File: src/rtl/crcdf_pkg.sv
// crcdf_pkg: shared types, codes and the CRC-16/CCITT-FALSE byte update
// for the crc16_packet_deframer block. No dependencies.
package crcdf_pkg;

  localparam int unsigned ByteW  = 8;
  localparam int unsigned WordW  = 16;
  localparam int unsigned CfgIdxW = 2;
  localparam int unsigned CfgDataW = 16;

  localparam logic [ByteW-1:0] SyncFirst  = 8'h55;
  localparam logic [ByteW-1:0] SyncSecond = 8'hAA;
  localparam logic [WordW-1:0] CrcInit    = 16'hFFFF;

  localparam logic [ByteW-1:0] ReadCodeRst    = 8'd0;
  localparam logic [ByteW-1:0] WriteCodeRst   = 8'd1;
  localparam logic [WordW-1:0] LengthLimitRst = 16'd255;

  typedef enum logic [CfgIdxW-1:0] {
    CFG_READ_CODE    = 2'd0,
    CFG_WRITE_CODE   = 2'd1,
    CFG_LENGTH_LIMIT = 2'd2
  } cfg_idx_e;

  typedef enum logic [1:0] {
    KIND_PAYLOAD   = 2'd0,
    KIND_GOOD      = 2'd1,
    KIND_CRC_BAD   = 2'd2,
    KIND_LEN_ABORT = 2'd3
  } kind_e;

  typedef struct packed {
    logic             valid;
    logic [ByteW-1:0] data;
  } beat_t;

  typedef struct packed {
    kind_e            kind;
    logic [ByteW-1:0] payload_byte;
    logic             access_is_write;
    logic [WordW-1:0] command_word;
    logic [WordW-1:0] payload_length;
  } result_t;

  function automatic logic [WordW-1:0] crc_feed(logic [WordW-1:0] crc,
                                                logic [ByteW-1:0] b);
    logic [WordW-1:0] c;
    c = {crc[7:0], crc[15:8]};
    c = c ^ {8'h00, b};
    c = c ^ {12'h000, c[7:4]};
    c = c ^ {c[3:0], 12'h000};
    c = c ^ {3'b000, c[7:0], 5'b00000};
    return c;
  endfunction

  localparam logic [WordW-1:0] CrcAfterSync = crc_feed(crc_feed(CrcInit, SyncFirst), SyncSecond);

endpackage

File: src/rtl/crcdf_if.sv
// crcdf_rx_if / crcdf_res_if: valid/ready channels for received bytes and
// deframer results. Depends on crcdf_pkg.
interface crcdf_rx_if;
  logic                      valid;
  logic                      ready;
  logic [crcdf_pkg::ByteW-1:0] rx_byte;

  modport source (output valid, output rx_byte, input ready);
  modport sink (input valid, input rx_byte, output ready);
endinterface

interface crcdf_res_if;
  logic                        valid;
  logic                        ready;
  logic [1:0]                  kind;
  logic [crcdf_pkg::ByteW-1:0] payload_byte;
  logic                        access_is_write;
  logic [crcdf_pkg::WordW-1:0] command_word;
  logic [crcdf_pkg::WordW-1:0] payload_length;

  modport source (output valid, output kind, output payload_byte, output access_is_write,
                  output command_word, output payload_length, input ready);
  modport sink (input valid, input kind, input payload_byte, input access_is_write,
                input command_word, input payload_length, output ready);
endinterface

File: src/rtl/crcdf_in_stage.sv
// crcdf_in_stage: input register for received byte beats.
// Depends on crcdf_pkg.
module crcdf_in_stage (
  input  logic                        clk_i,
  input  logic                        rst_ni,
  input  logic                        valid_i,
  input  logic [crcdf_pkg::ByteW-1:0] data_i,
  output logic                        ready_o,
  input  logic                        take_i,
  output crcdf_pkg::beat_t            beat_o
);

  logic                        valid_q;
  logic [crcdf_pkg::ByteW-1:0] data_q;

  assign ready_o = !valid_q || take_i;
  assign beat_o  = '{valid: valid_q, data: data_q};

  always_ff @(posedge clk_i or negedge rst_ni) begin
    if (!rst_ni) begin
      valid_q <= 1'b0;
    end else if (ready_o) begin
      valid_q <= valid_i;
    end
  end

  always_ff @(posedge clk_i) begin
    if (ready_o && valid_i) begin
      data_q <= data_i;
    end
  end

endmodule

File: src/rtl/crcdf_parser.sv
// crcdf_parser: frame state machine, running CRC and config registers.
// Depends on crcdf_pkg.
module crcdf_parser (
  input  logic                           clk_i,
  input  logic                           rst_ni,
  input  logic                           cfg_we_i,
  input  logic [crcdf_pkg::CfgIdxW-1:0]  cfg_idx_i,
  input  logic [crcdf_pkg::CfgDataW-1:0] cfg_data_i,
  input  crcdf_pkg::beat_t               beat_i,
  input  logic                           space_i,
  output logic                           take_o,
  output logic                           res_valid_o,
  output crcdf_pkg::result_t             res_o
);

  typedef enum logic [2:0] {
    PH_HUNT, PH_ACCESS, PH_CMD, PH_LEN, PH_DATA, PH_CRC
  } phase_e;

  phase_e                      phase_q, phase_d;
  logic                        half_q, half_d;
  logic [crcdf_pkg::WordW-1:0] crc_q, crc_d;
  logic [crcdf_pkg::WordW-1:0] left_q, left_d;
  logic                        access_q, access_d;
  logic [crcdf_pkg::WordW-1:0] cmd_q, cmd_d;
  logic [crcdf_pkg::WordW-1:0] len_q, len_d;
  logic [crcdf_pkg::ByteW-1:0] crc_lo_q, crc_lo_d;

  logic [crcdf_pkg::ByteW-1:0] read_code_q, write_code_q;
  logic [crcdf_pkg::WordW-1:0] limit_q;

  logic [crcdf_pkg::ByteW-1:0] b;
  logic [crcdf_pkg::WordW-1:0] crc_fed;
  logic [crcdf_pkg::WordW-1:0] len_full;
  logic [crcdf_pkg::WordW-1:0] left_dec;
  logic [crcdf_pkg::WordW-1:0] crc_got;
  logic                        step;

  assign take_o   = beat_i.valid && space_i;
  assign step     = take_o;
  assign b        = beat_i.data;
  assign crc_fed  = crcdf_pkg::crc_feed(crc_q, b);
  assign len_full = {b, len_q[7:0]};
  assign left_dec = left_q - 16'd1;
  assign crc_got  = {b, crc_lo_q};

  always_comb begin
    phase_d     = phase_q;
    half_d      = half_q;
    crc_d       = crc_q;
    left_d      = left_q;
    access_d    = access_q;
    cmd_d       = cmd_q;
    len_d       = len_q;
    crc_lo_d    = crc_lo_q;
    res_valid_o = 1'b0;
    res_o       = '0;
    case (phase_q)
      PH_HUNT: begin
        if (half_q) begin
          half_d = 1'b0;
          if (b == crcdf_pkg::SyncSecond) begin
            crc_d   = crcdf_pkg::CrcAfterSync;
            phase_d = PH_ACCESS;
          end
        end else if (b == crcdf_pkg::SyncFirst) begin
          half_d = 1'b1;
        end
      end
      PH_ACCESS: begin
        if (b == write_code_q || b == read_code_q) begin
          access_d = (b == write_code_q);
          crc_d    = crc_fed;
          half_d   = 1'b0;
          phase_d  = PH_CMD;
        end else begin
          phase_d = PH_HUNT;
          half_d  = 1'b0;
          crc_d   = crcdf_pkg::CrcInit;
          left_d  = '0;
        end
      end
      PH_CMD: begin
        crc_d = crc_fed;
        if (!half_q) begin
          cmd_d  = {8'h00, b};
          half_d = 1'b1;
        end else begin
          cmd_d   = {b, cmd_q[7:0]};
          half_d  = 1'b0;
          phase_d = PH_LEN;
        end
      end
      PH_LEN: begin
        crc_d = crc_fed;
        if (!half_q) begin
          len_d  = {8'h00, b};
          half_d = 1'b1;
        end else begin
          len_d  = len_full;
          half_d = 1'b0;
          if (len_full >= limit_q) begin
            res_valid_o           = 1'b1;
            res_o.kind            = crcdf_pkg::KIND_LEN_ABORT;
            res_o.access_is_write = access_q;
            res_o.command_word    = cmd_q;
            res_o.payload_length  = len_full;
            phase_d = PH_HUNT;
            crc_d   = crcdf_pkg::CrcInit;
            left_d  = '0;
          end else begin
            left_d  = len_full;
            phase_d = (len_full == '0) ? PH_CRC : PH_DATA;
          end
        end
      end
      PH_DATA: begin
        crc_d  = crc_fed;
        left_d = left_dec;
        if (left_dec == '0) begin
          phase_d = PH_CRC;
          half_d  = 1'b0;
        end
        res_valid_o        = 1'b1;
        res_o.kind         = crcdf_pkg::KIND_PAYLOAD;
        res_o.payload_byte = b;
      end
      PH_CRC: begin
        if (!half_q) begin
          crc_lo_d = b;
          half_d   = 1'b1;
        end else begin
          res_valid_o           = 1'b1;
          res_o.kind            = (crc_got == crc_q) ? crcdf_pkg::KIND_GOOD
                                                     : crcdf_pkg::KIND_CRC_BAD;
          res_o.access_is_write = access_q;
          res_o.command_word    = cmd_q;
          res_o.payload_length  = len_q;
          phase_d = PH_HUNT;
          half_d  = 1'b0;
          crc_d   = crcdf_pkg::CrcInit;
          left_d  = '0;
        end
      end
      default: begin
        phase_d = PH_HUNT;
        half_d  = 1'b0;
        crc_d   = crcdf_pkg::CrcInit;
        left_d  = '0;
      end
    endcase
    if (!step) begin
      res_valid_o = 1'b0;
    end
  end

  always_ff @(posedge clk_i or negedge rst_ni) begin
    if (!rst_ni) begin
      phase_q  <= PH_HUNT;
      half_q   <= 1'b0;
      crc_q    <= crcdf_pkg::CrcInit;
      left_q   <= '0;
      access_q <= 1'b0;
      cmd_q    <= '0;
      len_q    <= '0;
      crc_lo_q <= '0;
    end else if (step) begin
      phase_q  <= phase_d;
      half_q   <= half_d;
      crc_q    <= crc_d;
      left_q   <= left_d;
      access_q <= access_d;
      cmd_q    <= cmd_d;
      len_q    <= len_d;
      crc_lo_q <= crc_lo_d;
    end
  end

  always_ff @(posedge clk_i or negedge rst_ni) begin
    if (!rst_ni) begin
      read_code_q  <= crcdf_pkg::ReadCodeRst;
      write_code_q <= crcdf_pkg::WriteCodeRst;
      limit_q      <= crcdf_pkg::LengthLimitRst;
    end else if (cfg_we_i) begin
      case (cfg_idx_i)
        crcdf_pkg::CFG_READ_CODE:    read_code_q  <= cfg_data_i[7:0];
        crcdf_pkg::CFG_WRITE_CODE:   write_code_q <= cfg_data_i[7:0];
        crcdf_pkg::CFG_LENGTH_LIMIT: limit_q      <= cfg_data_i;
        default: ;
      endcase
    end
  end

endmodule

File: src/rtl/crcdf_out_stage.sv
// crcdf_out_stage: result register between the parser and the consumer.
// Depends on crcdf_pkg.
module crcdf_out_stage (
  input  logic               clk_i,
  input  logic               rst_ni,
  input  logic               valid_i,
  input  crcdf_pkg::result_t res_i,
  output logic               space_o,
  output logic               valid_o,
  input  logic               ready_i,
  output crcdf_pkg::result_t res_o
);

  logic               valid_q;
  crcdf_pkg::result_t res_q;

  assign space_o = !valid_q || ready_i;
  assign valid_o = valid_q;
  assign res_o   = res_q;

  always_ff @(posedge clk_i or negedge rst_ni) begin
    if (!rst_ni) begin
      valid_q <= 1'b0;
    end else if (space_o) begin
      valid_q <= valid_i;
    end
  end

  always_ff @(posedge clk_i) begin
    if (space_o && valid_i) begin
      res_q <= res_i;
    end
  end

endmodule

File: src/rtl/crc16_packet_deframer.sv
// crc16_packet_deframer: sync hunt, header capture, payload streaming, CRC-16 check.
// Each result is registered: a byte beat passes the input register, then parse
// logic into the result register. Throughput: one byte beat per cycle while the
// result consumer does not stall, limited by the combinational CRC byte update.
// Reset: asynchronous, active low; returns to sync hunt, CRC at 0xFFFF, config defaults.
// Depends on crcdf_pkg, crcdf_if, crcdf_in_stage, crcdf_parser, crcdf_out_stage.
module crc16_packet_deframer (
  input  logic                           clk_i,
  input  logic                           rst_ni,
  input  logic                           cfg_we_i,
  input  logic [crcdf_pkg::CfgIdxW-1:0]  cfg_idx_i,
  input  logic [crcdf_pkg::CfgDataW-1:0] cfg_data_i,
  crcdf_rx_if.sink                       rx_i,
  crcdf_res_if.source                    res_o
);

  crcdf_pkg::beat_t   beat;
  crcdf_pkg::result_t res_next;
  crcdf_pkg::result_t res_reg;
  logic               take;
  logic               space;
  logic               res_next_valid;

  crcdf_in_stage u_in (
    .clk_i   (clk_i),
    .rst_ni  (rst_ni),
    .valid_i (rx_i.valid),
    .data_i  (rx_i.rx_byte),
    .ready_o (rx_i.ready),
    .take_i  (take),
    .beat_o  (beat)
  );

  crcdf_parser u_parser (
    .clk_i       (clk_i),
    .rst_ni      (rst_ni),
    .cfg_we_i    (cfg_we_i),
    .cfg_idx_i   (cfg_idx_i),
    .cfg_data_i  (cfg_data_i),
    .beat_i      (beat),
    .space_i     (space),
    .take_o      (take),
    .res_valid_o (res_next_valid),
    .res_o       (res_next)
  );

  crcdf_out_stage u_out (
    .clk_i   (clk_i),
    .rst_ni  (rst_ni),
    .valid_i (res_next_valid),
    .res_i   (res_next),
    .space_o (space),
    .valid_o (res_o.valid),
    .ready_i (res_o.ready),
    .res_o   (res_reg)
  );

  assign res_o.kind            = res_reg.kind;
  assign res_o.payload_byte    = res_reg.payload_byte;
  assign res_o.access_is_write = res_reg.access_is_write;
  assign res_o.command_word    = res_reg.command_word;
  assign res_o.payload_length  = res_reg.payload_length;

endmodule

File: src/flat_wrapper.sv
// flat-port wrapper written by rule: the top's interface ports become plain ports
module crc16_packet_deframer_flat 
  (clk_i, rst_ni, cfg_we_i, cfg_idx_i, cfg_data_i, rx_i_valid, rx_i_rx_byte, rx_i_ready, res_o_valid, res_o_kind, res_o_payload_byte, res_o_access_is_write, res_o_command_word, res_o_payload_length, res_o_ready);
  crcdf_rx_if rx_i_i ();
  crcdf_res_if res_o_i ();
  input  logic clk_i;
  input  logic rst_ni;
  input  logic cfg_we_i;
  input  logic [crcdf_pkg::CfgIdxW-1:0] cfg_idx_i;
  input  logic [crcdf_pkg::CfgDataW-1:0] cfg_data_i;
  input wire logic [$bits(rx_i_i.valid)-1:0] rx_i_valid;
  input wire logic [$bits(rx_i_i.rx_byte)-1:0] rx_i_rx_byte;
  output wire logic [$bits(rx_i_i.ready)-1:0] rx_i_ready;
  output wire logic [$bits(res_o_i.valid)-1:0] res_o_valid;
  output wire logic [$bits(res_o_i.kind)-1:0] res_o_kind;
  output wire logic [$bits(res_o_i.payload_byte)-1:0] res_o_payload_byte;
  output wire logic [$bits(res_o_i.access_is_write)-1:0] res_o_access_is_write;
  output wire logic [$bits(res_o_i.command_word)-1:0] res_o_command_word;
  output wire logic [$bits(res_o_i.payload_length)-1:0] res_o_payload_length;
  input wire logic [$bits(res_o_i.ready)-1:0] res_o_ready;
  assign rx_i_i.valid = rx_i_valid;
  assign rx_i_i.rx_byte = rx_i_rx_byte;
  assign rx_i_ready = rx_i_i.ready;
  assign res_o_valid = res_o_i.valid;
  assign res_o_kind = res_o_i.kind;
  assign res_o_payload_byte = res_o_i.payload_byte;
  assign res_o_access_is_write = res_o_i.access_is_write;
  assign res_o_command_word = res_o_i.command_word;
  assign res_o_payload_length = res_o_i.payload_length;
  assign res_o_i.ready = res_o_ready;
  crc16_packet_deframer u_core (.clk_i(clk_i), .rst_ni(rst_ni), .cfg_we_i(cfg_we_i), .cfg_idx_i(cfg_idx_i), .cfg_data_i(cfg_data_i), .rx_i(rx_i_i), .res_o(res_o_i));
endmodule
File: config.mk
export PLATFORM = sky130hd
export DESIGN_NAME = crc16_packet_deframer_flat
export DESIGN_NICKNAME = d
export VERILOG_FILES = /design/src/rtl/crcdf_pkg.sv /design/src/rtl/crcdf_if.sv /design/src/rtl/crcdf_in_stage.sv /design/src/rtl/crcdf_parser.sv /design/src/rtl/crcdf_out_stage.sv /design/src/rtl/crc16_packet_deframer.sv /design/src/flat_wrapper.sv
export SDC_FILE = /design/constraint.sdc
export NUM_CORES = 1
export LEC_CHECK = 0
export ABC_AREA = 1
export BUFFER_PORTS_ARGS = -buffer_cell sky130_fd_sc_hd__buf_2
export CAP_MARGIN = 5
export CORE_ASPECT_RATIO = 1.75
export CORE_MARGIN = 2
export CORE_UTILIZATION = 30
export CTS_CLUSTER_SIZE = 10
export DETAILED_ROUTE_END_ITERATION = 12
export SLEW_MARGIN = 10
export SYNTH_ARGS = -nofsm -noshare
export SYNTH_HDL_FRONTEND = slang
export SYNTH_SLANG_ARGS = --single-unit
File: constraint.sdc
create_clock -name clk_i -period 4.65 [get_ports clk_i]
set_input_delay 0.2325 -clock clk_i [delete_from_list [all_inputs] [get_ports clk_i]]
set_output_delay 0.2325 -clock clk_i [all_outputs]
set_load 0.02 [all_outputs]
==> results of run 1 <==
[cell type report]
type                    instances  area, um^2
clock buffers                  17         425
flip-flops and latches        162        4340
multi-input cells             633        3230
well taps                     328         410
inverters                     119         449
fillers                      2802       17500
repair buffers                 88         500
clock inverters                15         144
[power breakdown]
part | switching, mW | internal, mW | total [mW]
Sequential | 0.153 | 1.69 | 1.84
Clock | 0.648 | 0.706 | 1.35
Combinational | 0.729 | 0.415 | 1.14
Total | 1.53 | 2.81 | 4.34
[stage by stage]
stage                     instances  hold slack, ns  area [um^2]  utilization
final                          1362          0.0417         9500        0.352
after global routing           1362          0.0574         9500        0.352
after CTS                      1362          0.0248         9500        0.352
after detailed placement       1320           0.126         8830        0.327
after global placement         1320           0.119         8830        0.327
after floorplan                 943         -0.0631         8190            -
[kinds of logic after synthesis]
group	after synthesis
AO/OA/AOI/OAI	156
buffers and inverters	148
AND/OR/NAND/NOR	425
flip-flops	162
adder cells (fa/ha/maj)	18
XOR/XNOR	34
[worst max-delay path, stage by stage, from the launching register on]
cell and delay, ns:
edfxtp_1 0.52, ha_1 0.36, nand2_1 0.08, nor2_1 0.15, nor2b_1 0.16, nand2_1 0.06, inv_1 0.05, nand2_1 0.07
nand2_1 0.11, nand2_1 0.25, nand2_1 0.19, nor2_1 0.09, nor2_4 0.08, buf_4 0.47
[timing repair]
action | 4_1_cts | 5_1_grt
hold buffers | 10 | 0
hold endpoints to repair | 25 | 0
resized for setup | 0 | 0
[layer usage]
metal,up-vias,global-route usage,wire length (um)
li1,3190,-,-
met1,3096,0.173,7950
met2,199,0.283,11500
met3,57,0.0344,1030
met4,0,0.0996,1100
met5,-,0,0
[worst max path at each step]
| stage | startpoint | to | slack, ns | depth (start not counted) |
|---|---|---|---|---|
| 2_1_floorplan | u_core.u_parser.limit_q[7]$_DFFE_PN1P_ | u_core.u_out.res_o[0]$_DFFE_PP_ | 0.90 | 14 |
| 3_3_place_gp | u_core.u_in.data_q[7]$_DFFE_PP_ | u_core.u_out.res_o[41]$_DFFE_PP_ | 1.69 | 13 |
| 3_5_place_dp | u_core.u_in.data_q[7]$_DFFE_PP_ | u_core.u_out.res_o[3]$_DFFE_PP_ | 1.58 | 13 |
| 4_1_cts | u_core.u_in.data_q[7]$_DFFE_PP_ | u_core.u_out.res_o[6]$_DFFE_PP_ | 1.56 | 13 |
| 5_1_grt | u_core.u_in.data_q[7]$_DFFE_PP_ | u_core.u_out.res_o[22]$_DFFE_PP_ | 1.38 | 13 |
| 6_report | u_core.u_in.data_q[7]$_DFFE_PP_ | u_core.u_out.res_o[31]$_DFFE_PP_ | 1.61 | 13 |
[state kept, by name, summed over array words and instances, names as in the netlist]
signal                        cells
u_core.u_out.res_o               43
u_core.u_parser.cmd_q            16
u_core.u_parser.crc_q            16
u_core.u_parser.left_q           16
u_core.u_parser.len_q            16
u_core.u_parser.limit_q          16
u_core.u_in.data_q                8
u_core.u_parser.crc_lo_q          8
u_core.u_parser.read_code_q       8
u_core.u_parser.write_code_q      8
u_core.u_parser.phase_q           3
u_core.u_in.valid_q               1
u_core.u_out.valid_o              1
u_core.u_parser.access_q          1
u_core.u_parser.half_q            1
[synth_stat cells, types with 12 or more instances]
cell      number
edfxtp_1      51
a21oi_1       29
nand2_1      240
dfstp_2       25
o21ai_0       96
inv_1        112
nor2_1       104
xor2_1        12
clkbuf_1      13
nand3_1       32
xnor2_1       21
o21ai_2       12
dfrtp_1       86
ha_1          18
==> results.toml, run 1 <==
[clocking]
cts_sinks = 162
cts.htree.levels = 4
clkTransAtPathRegs_ns = 0.07
root_buffer = "clkbuf_16"
clock_latency_ns = 0.45
cts.path.max_buffers = 2
cts_made_buffers = 17
cts_tree = "done"
cts_setup_buffers = 0

[synthesis]
synth-xor-area-share = 0.0373
muxShareOfSynthArea = 0
synthCells = 943
synth_top_area_frac = 0.263
avgSynthCellArea_um2 = 8.69
syn-cell-area_um2 = 8190
synth_seq_cells = 162
synthesis.nets = 992
ys.flop_type = "dfrtp_1"
yosysUniqueCellTypes = 45
yosys_warnings = 0
synth_compound_area_frac = 0.108
synth-edff-count = 51
synth_simple_gate_area_frac = 0.221
synth_seq_area_share = 0.530
synth_top_area_cell = "dfrtp_1"
async_reset_ff_frac = 0.685
yosys-top-cells-area = "dfrtp_1, edfxtp_1, nand2_1, dfstp_2, o21ai_0"
synthAdderAreaFrac = 0.0275
synth_top_family_by_area = "simple AND/OR/NAND/NOR gates"

[power_and_ir_drop]
power_mw = 4.34
irDropWorstVdd_uv = 265
p_leak_nw = 4.55
power_density_nw_per_um2 = 456

[timing]
rsz0062_at_grt = "false"
tns_ns = 0
slew_violations = 0
setup_viol = 0
finalHoldViolations = 0
fmax_mhz = 329
fin_skew_ns = 0.0125
setup_ws_ns = 1.61
finalCritPeriodShare = 0.653
max_slew_margin = 0.361
period_needed_ns = 3.04
tightest_slew_ns = 0.957

[drt]
dr.pass1.iters = 5
routed_wl_um = 21600
routed-via-count = 6542
via_per_inst = 4.80
wl_per_cell_um = 15.9
drtIter0Drc = 524
antenna_left = 0
drc = 0

[setup_path]
worstPathMaxFanout = 43
rrSetupSlack_ns = 1.61
cp.required_ns = 4.73
r2r-end = "u_core.u_out.res_o[31]$_DFFE_PP_"
crit_arrival_ns = 3.12
critPathLaunchType = "flop"
reg2reg_depth = 13
timing.rr.start = "u_core.u_in.data_q[7]$_DFFE_PP_"
end_kind = "flop"
setup.worst_path.class = "reg2reg"

[floorplanning]
die_h_um = 223
core_region_area_um2 = 27000
start_util = 0.303
rows = 80
dieWidth_um = 129
dieArea_um2 = 28700
io_pins = 76

[worst_hold_path]
worstHoldStart = "cfg_data_i[14]"
holdPathEnd = "u_core.u_parser.limit_q[14]$_DFFE_PN0P_"
hold_depth = 3
hold_path.class = "in2reg"

[layout]
num_antenna_cells = 0
drive_gt1_frac = 0.172
area_growth_pct = 16.0
layout_commonest_cell = "nand2_1"
layout_common_cells = "nand2_1, inv_1, nor2_1"
num-nets-final = 1070

[global_route]
track_usage = 0.161
grt_max_degree = 52
grt_pass1_vias = 6692
grt_first_pass_wirelength_um = 35200
antenna_found_initial = 0
grt_overflow = 0

[run_status]
status = "finished, final reports clean"

[placed_design]
dp_hpwl_um = 16000
routabilityCongestion = 0.895
portBuffers = 75
place_ws_ns = 1.58

[job]
maxCapViolations = 0
Note: power is estimated with default switching activity, not from simulation.
==> inputs of run 2 (changes only) <==
==> constraint.sdc (replaced) <==
create_clock -name clk_i -period 2.8 [get_ports clk_i]
set_input_delay 0.14 -clock clk_i [delete_from_list [all_inputs] [get_ports clk_i]]
set_output_delay 0.14 -clock clk_i [all_outputs]
set_load 0.02 [all_outputs]
==> run 2 against run 1 <==
Wire length shrank 1.2%. Register-to-register slack lost 1.2 ns. Sequential power grew 65%. Die area is the same. Critical endpoint is now u_core.u_out.res_o[23]$_DFFE_PP_. Via count grew 0.66%. Maximum frequency grew 25%. Largest cell class unchanged. Global-route usage shrank 0.31 points. Sequential share of layout area shrank 1.5 points. Utilization grew 1.2 points.
==> results.toml, run 2 (synthesis gave the netlist of run 1 again) <==
[setup_path]
crit_slowest_cell = "dfstp_2"
cp_common_cell = "nand2_1"
timing.rr.start = "u_core.u_parser.limit_q[3]$_DFFE_PN1P_"
cp_cell_sequence = "inv_1 -> ha_1 -> a21oi_1 -> a21boi_0 -> nand2_1 -> nand2_1 -> nand2_1 -> nand2_1 -> nand2_1 -> nor2_1 -> nor2_4 -> buf_12"
reg2reg_depth = 12
critical_path_buf_inv_count = 2
worstPathMaxFanout = 43
critPathLaunchType = "flop"
critPathMaxStageDelay_ns = 0.53
rrSetupSlack_ns = 0.36
crit_family = "simple AND/OR/NAND/NOR gates"
r2r-end = "u_core.u_out.res_o[23]$_DFFE_PP_"
end_kind = "flop"
cp.required_ns = 2.98
setup.worst_path.class = "reg2reg"
crit_arrival_ns = 2.61

[drt]
drtIter0Drc = 384
wl_per_cell_um = 15.3
via_per_inst = 4.73
routed-via-count = 6585
dr.pass1.iters = 5
routed_wl_um = 21400
antenna_left = 0
drc = 0

[job]
maxCapViolations = 0

[layout]
num_antenna_cells = 0
layout_commonest_cell = "nand2_1"
drive_gt1_frac = 0.185
num-nets-final = 1101
layout_common_cells = "nand2_1, inv_1, nor2_1"
largest_register_ffs = 43
area_growth_pct = 19.8

[floorplanning]
dieWidth_um = 129
core_region_area_um2 = 27000
start_util = 0.303
rows = 80
die_h_um = 223
io_pins = 76
dieArea_um2 = 28700

[worst_hold_path]
holdPathEnd = "u_core.u_parser.limit_q[7]$_DFFE_PN1P_"
worstHoldStart = "cfg_data_i[7]"
hold_path.class = "in2reg"
hold_depth = 3

[power_and_ir_drop]
p_comb_frac = 0.266
swShare = 0.336
irDropWorstVdd_uv = 464
p_seq_frac = 0.414
power_density_nw_per_um2 = 745
p_leak_nw = 4.46
power_mw = 7.32
clockPowerShare = 0.320
intPower_mw = 4.86
p_switching_mw = 2.46

[placed_design]
routabilityCongestion = 0.894
dp_hpwl_um = 15900
portBuffers = 75

[timing]
tns_ns = 0
slew_violations = 0
fin_skew_ns = 0.00683
finalHoldViolations = 0
setup_viol = 0
rsz0062_at_grt = "false"
tightest_slew_ns = 0.635
fin_hold_ws_ns = 0.00470
fmax_mhz = 410
max_slew_margin = 0.574
finalCritPeriodShare = 0.870
period_needed_ns = 2.44

[clocking]
cts_made_buffers = 17
cts_tree = "done"
cts.path.max_buffers = 2
clkTransAtPathRegs_ns = 0.06
post_cts_resized = 0
cts_sinks = 162
hold_buffers = 20
cts_setup_buffers = 0
clock_latency_ns = 0.44
cts.htree.levels = 4
root_buffer = "clkbuf_16"

[global_route]
grt_overflow = 0
grt_pass1_vias = 6722
track_usage = 0.158
antenna_found_initial = 0
grt_first_pass_wirelength_um = 34700
grt_max_degree = 47

[run_status]
status = "finished, final reports clean"
## run 2: cell types whose count changed in the layout (fill, tap and decap cells not counted), moves of 3 or more
cell | previous run | this run
buf_4 | 4 | 22
dlygate4sd3_1 | 10 | 20
inv_6 | 5 | 0
clkinv_4 | 2 | 6
buf_12 | 0 | 3
## run 2: through the flow
step	cell area, um^2	util	instances	setup WS [ns]
6_report	9820	0.363	1393	0.363
3_5_place_dp	9030	0.334	1341	0.376
4_1_cts	9820	0.363	1393	0.355
2_1_floorplan	8200	-	943	0.238
5_1_grt	9820	0.363	1393	0.142
3_3_place_gp	9030	0.334	1341	0.396
## run 2: area by class of cell
| class | instances | area [um^2] |
|---|---|---|
| clock inverters | 14 | 159 |
| well taps | 328 | 410 |
| multi-input cells | 633 | 3230 |
| clock buffers | 18 | 429 |
| repair buffers | 119 | 796 |
| flip-flops and latches | 162 | 4340 |
| inverters | 119 | 449 |
| fillers | 2754 | 17200 |
## run 2: power by group through the flow
stage	Sequential [mW]	Clock, mW	Combinational (mW)
finish	3.03	2.34	1.94
global route	3.07	2.49	2.21
CTS	3.03	2.39	1.95
detailed placement	3.07	0	1.92
global placement	3.06	0	1.89
floorplan	3.02	0	1.49
## run 2: how the worst max path moves through the flow
stage	start	endpoint	slack [ns]	cells past startpoint
detailed placement	u_core.u_parser.limit_q[3]$_DFFE_PN1P_	u_core.u_out.res_o[41]$_DFFE_PP_	0.38	12
floorplan	u_core.u_parser.limit_q[7]$_DFFE_PN1P_	u_core.u_out.res_o[0]$_DFFE_PP_	0.24	14
global route	u_core.u_parser.limit_q[3]$_DFFE_PN1P_	u_core.u_out.res_o[23]$_DFFE_PP_	0.14	12
CTS	u_core.u_parser.limit_q[3]$_DFFE_PN1P_	u_core.u_out.res_o[25]$_DFFE_PP_	0.35	12
global placement	u_core.u_parser.limit_q[3]$_DFFE_PN1P_	u_core.u_out.res_o[42]$_DFFE_PP_	0.40	12
finish	u_core.u_parser.limit_q[3]$_DFFE_PN1P_	u_core.u_out.res_o[23]$_DFFE_PP_	0.36	12
## run 2: worst register-to-register path, stage by stage (launching register included)
cell and delay, ns:
dfstp_2 0.53, inv_1 0.04, ha_1 0.28, a21oi_1 0.12, a21boi_0 0.22, nand2_1 0.08
nand2_1 0.12, nand2_1 0.10, nand2_1 0.10, nand2_1 0.08, nor2_1 0.23, nor2_4 0.06
buf_12 0.19
## run 2: routing by layer
layer	vias up	part of all wire	GRT usage
li1	3255	-	-
met1	3097	0.38	0.170
met2	173	0.54	0.283
met3	60	0.041	0.0320
met4	0	0.044	0.0877
met5	-	0	0
==> inputs of run 3 (changes only) <==
--- a/config.mk
+++ b/config.mk
@@ -10,9 +10,10 @@
 export CAP_MARGIN = 5
 export CORE_ASPECT_RATIO = 1.75
 export CORE_MARGIN = 2
-export CORE_UTILIZATION = 30
+export CORE_UTILIZATION = 60
 export CTS_CLUSTER_SIZE = 10
 export DETAILED_ROUTE_END_ITERATION = 12
+export PLACE_DENSITY = 0.8
 export SLEW_MARGIN = 10
 export SYNTH_ARGS = -nofsm -noshare
 export SYNTH_HDL_FRONTEND = slang
==> run 3 against run 2 <==
Sequential power hardly changed. Clock skew increased by 0.0020 ns. Global-route usage is 13 points higher. Critical path type unchanged. Largest power group unchanged.
==> results.toml, run 3 (synthesis gave the netlist of run 1 again) <==
[layout]
area_growth_pct = 17.8
layout_commonest_cell = "nand2_1"
num-nets-final = 1109
largest_register_ffs = 43
fillers = 1028
num_antenna_cells = 0
drive_gt1_frac = 0.194
layout_common_cells = "nand2_1, inv_1, nor2_1"

[setup_path]
worstPathMaxFanout = 22
critPathLaunchType = "flop"
cp_common_cell = "nand2_1"
crit_slowest_cell = "dfstp_2"
crit_family = "simple AND/OR/NAND/NOR gates"
setup.worst_path.class = "reg2reg"
cp.required_ns = 2.87
critPathMaxStageDelay_ns = 0.53
critical_path_buf_inv_count = 2
end_kind = "flop"
cp_cell_sequence = "inv_1 -> ha_1 -> nand2_1 -> inv_1 -> nand2_1 -> nand2_1 -> nor2_1 -> nand2_1 -> nand2_1 -> nand2_1 -> nand2_1 -> nand2_1 -> nor2_2 -> nor2_4"
crit_arrival_ns = 2.64

[timing]
finalHoldViolations = 0
slew_violations = 0
fin_hold_ws_ns = 0.00167
rsz0062_at_grt = "false"
fin_skew_ns = 0.00883
fmax_mhz = 388
period_needed_ns = 2.58
tightest_slew_ns = 0.983
setup_viol = 0
max_slew_margin = 0.343
setup_ws_ns = 0.224
tns_ns = 0
finalCritPeriodShare = 0.920

[drt]
wl_per_cell_um = 16.1
drc = 0
dr.pass1.iters = 5
m1WireLength_um = 7420
wl_met3_um = 988
via_per_inst = 5.49
drtIter0Drc = 502
routed-via-count = 6846
met2WireLength_um = 11000
top_layer = "met4"
routed_wl_um = 20100
antenna_left = 0

[clocking]
clock_latency_ns = 0.43
cts.htree.levels = 4
cts.path.max_buffers = 2
cts_sinks = 162
clkTransAtPathRegs_ns = 0.07
cts_made_buffers = 17
root_buffer = "clkbuf_16"
cts_tree = "done"

[global_route]
track_usage = 0.292
antenna_found_initial = 0
grt_first_pass_wirelength_um = 33000
grt_pass1_vias = 6904
grt_overflow = 0
grt_max_degree = 51

[placed_design]
portBuffers = 75
routabilityCongestion = 0.914
place_ws_ns = -0.160
dp_hpwl_um = 13700

[floorplanning]
core_region_area_um2 = 13400
rows = 56
start_util = 0.612
dieWidth_um = 92.3
die_h_um = 159
dieArea_um2 = 14600
io_pins = 76

[power_and_ir_drop]
power_density_nw_per_um2 = 756
p_leak_nw = 4.48
power_mw = 7.30
irDropWorstVdd_uv = 500

[worst_hold_path]
hold_path.class = "in2reg"

[run_status]
status = "finished, final reports clean"

[job]
maxCapViolations = 0
## run 3: changes by cell type in the layout (fill, tap and decap cells not counted), moves of 2 or more
cell / delta
buf_12: -2
buf_4: +8
nor2_2: +2
inv_8: +4
clkinv_4: -6
bufinv_16: -2
inv_6: +6
## run 3: path summary, 6_finish.rpt
kind | slack, ns | endpoint | depth (start not counted) | start
min reg2reg | 0.49 | u_core.u_parser.cmd_q[14]$_DFFE_PN0P_ | 2 | u_core.u_parser.cmd_q[14]$_DFFE_PN0P_
max reg2reg | 0.22 | u_core.u_out.res_o[5]$_DFFE_PP_ | 14 | u_core.u_parser.limit_q[7]$_DFFE_PN1P_
max | 0.22 | u_core.u_out.res_o[5]$_DFFE_PP_ | 14 | u_core.u_parser.limit_q[7]$_DFFE_PN1P_
min | 0.002 | u_core.u_parser.limit_q[7]$_DFFE_PN1P_ | 3 | cfg_data_i[7]
max in group asynchronous | 1.82 | u_core.u_parser.len_q[11]$_DFFE_PN0P_ | 3 | rst_ni
min in group asynchronous | 0.24 | u_core.u_parser.left_q[4]$_DFFE_PN0P_ | 2 | rst_ni
## run 3: metal layers
layer  vias up  global-route usage
met2       269               0.552
met4         0               0.129
met5         -                   0
li1       3277                   -
met1      3246               0.316
met3        54              0.0483
## run 3: final cells by class
class	instances	area, um^2	area share
Sequential cell	162	4340	0.450
Multi-Input combinational cell	635	3250	0.337
Timing Repair Buffer	125	816	0.0845
Inverter	119	449	0.0465
Clock buffer	17	425	0.0441
Tap cell	174	218	0.0226
Clock inverter	15	151	0.0157
## run 3: where the power goes
part	internal [mW]	switching [mW]	total (mW)
Sequential	2.81	0.217	3.02
Clock	1.19	1.10	2.29
Combinational	0.742	1.24	1.98
Total	4.74	2.56	7.30
## run 3: repair_timing
action | 4_1_cts | 5_1_grt
setup buffers | 0 | 0
hold endpoints to repair | 53 | 0
gates cloned | 1 | 1
setup endpoints to repair | 43 | 43
pin swaps | 0 | 1
hold buffers | 20 | 0
gates resized for setup | 1 | 1
## run 3: per-stage QoR
| step | area, um^2 | utilization | instances |
|---|---|---|---|
| 2_1_floorplan | 8200 | - | 943 |
| 3_3_place_gp | 8860 | 0.662 | 1193 |
| 3_5_place_dp | 8860 | 0.662 | 1193 |
| 4_1_cts | 9640 | 0.721 | 1246 |
| 5_1_grt | 9650 | 0.721 | 1247 |
| 6_report | 9650 | 0.721 | 1247 |
## run 3: tightest hold or removal path: cells and delay by family
kind                   cells  cell delay [ns]
buffers and inverters      2             0.18
AO/OA/AOI/OAI              1             0.10
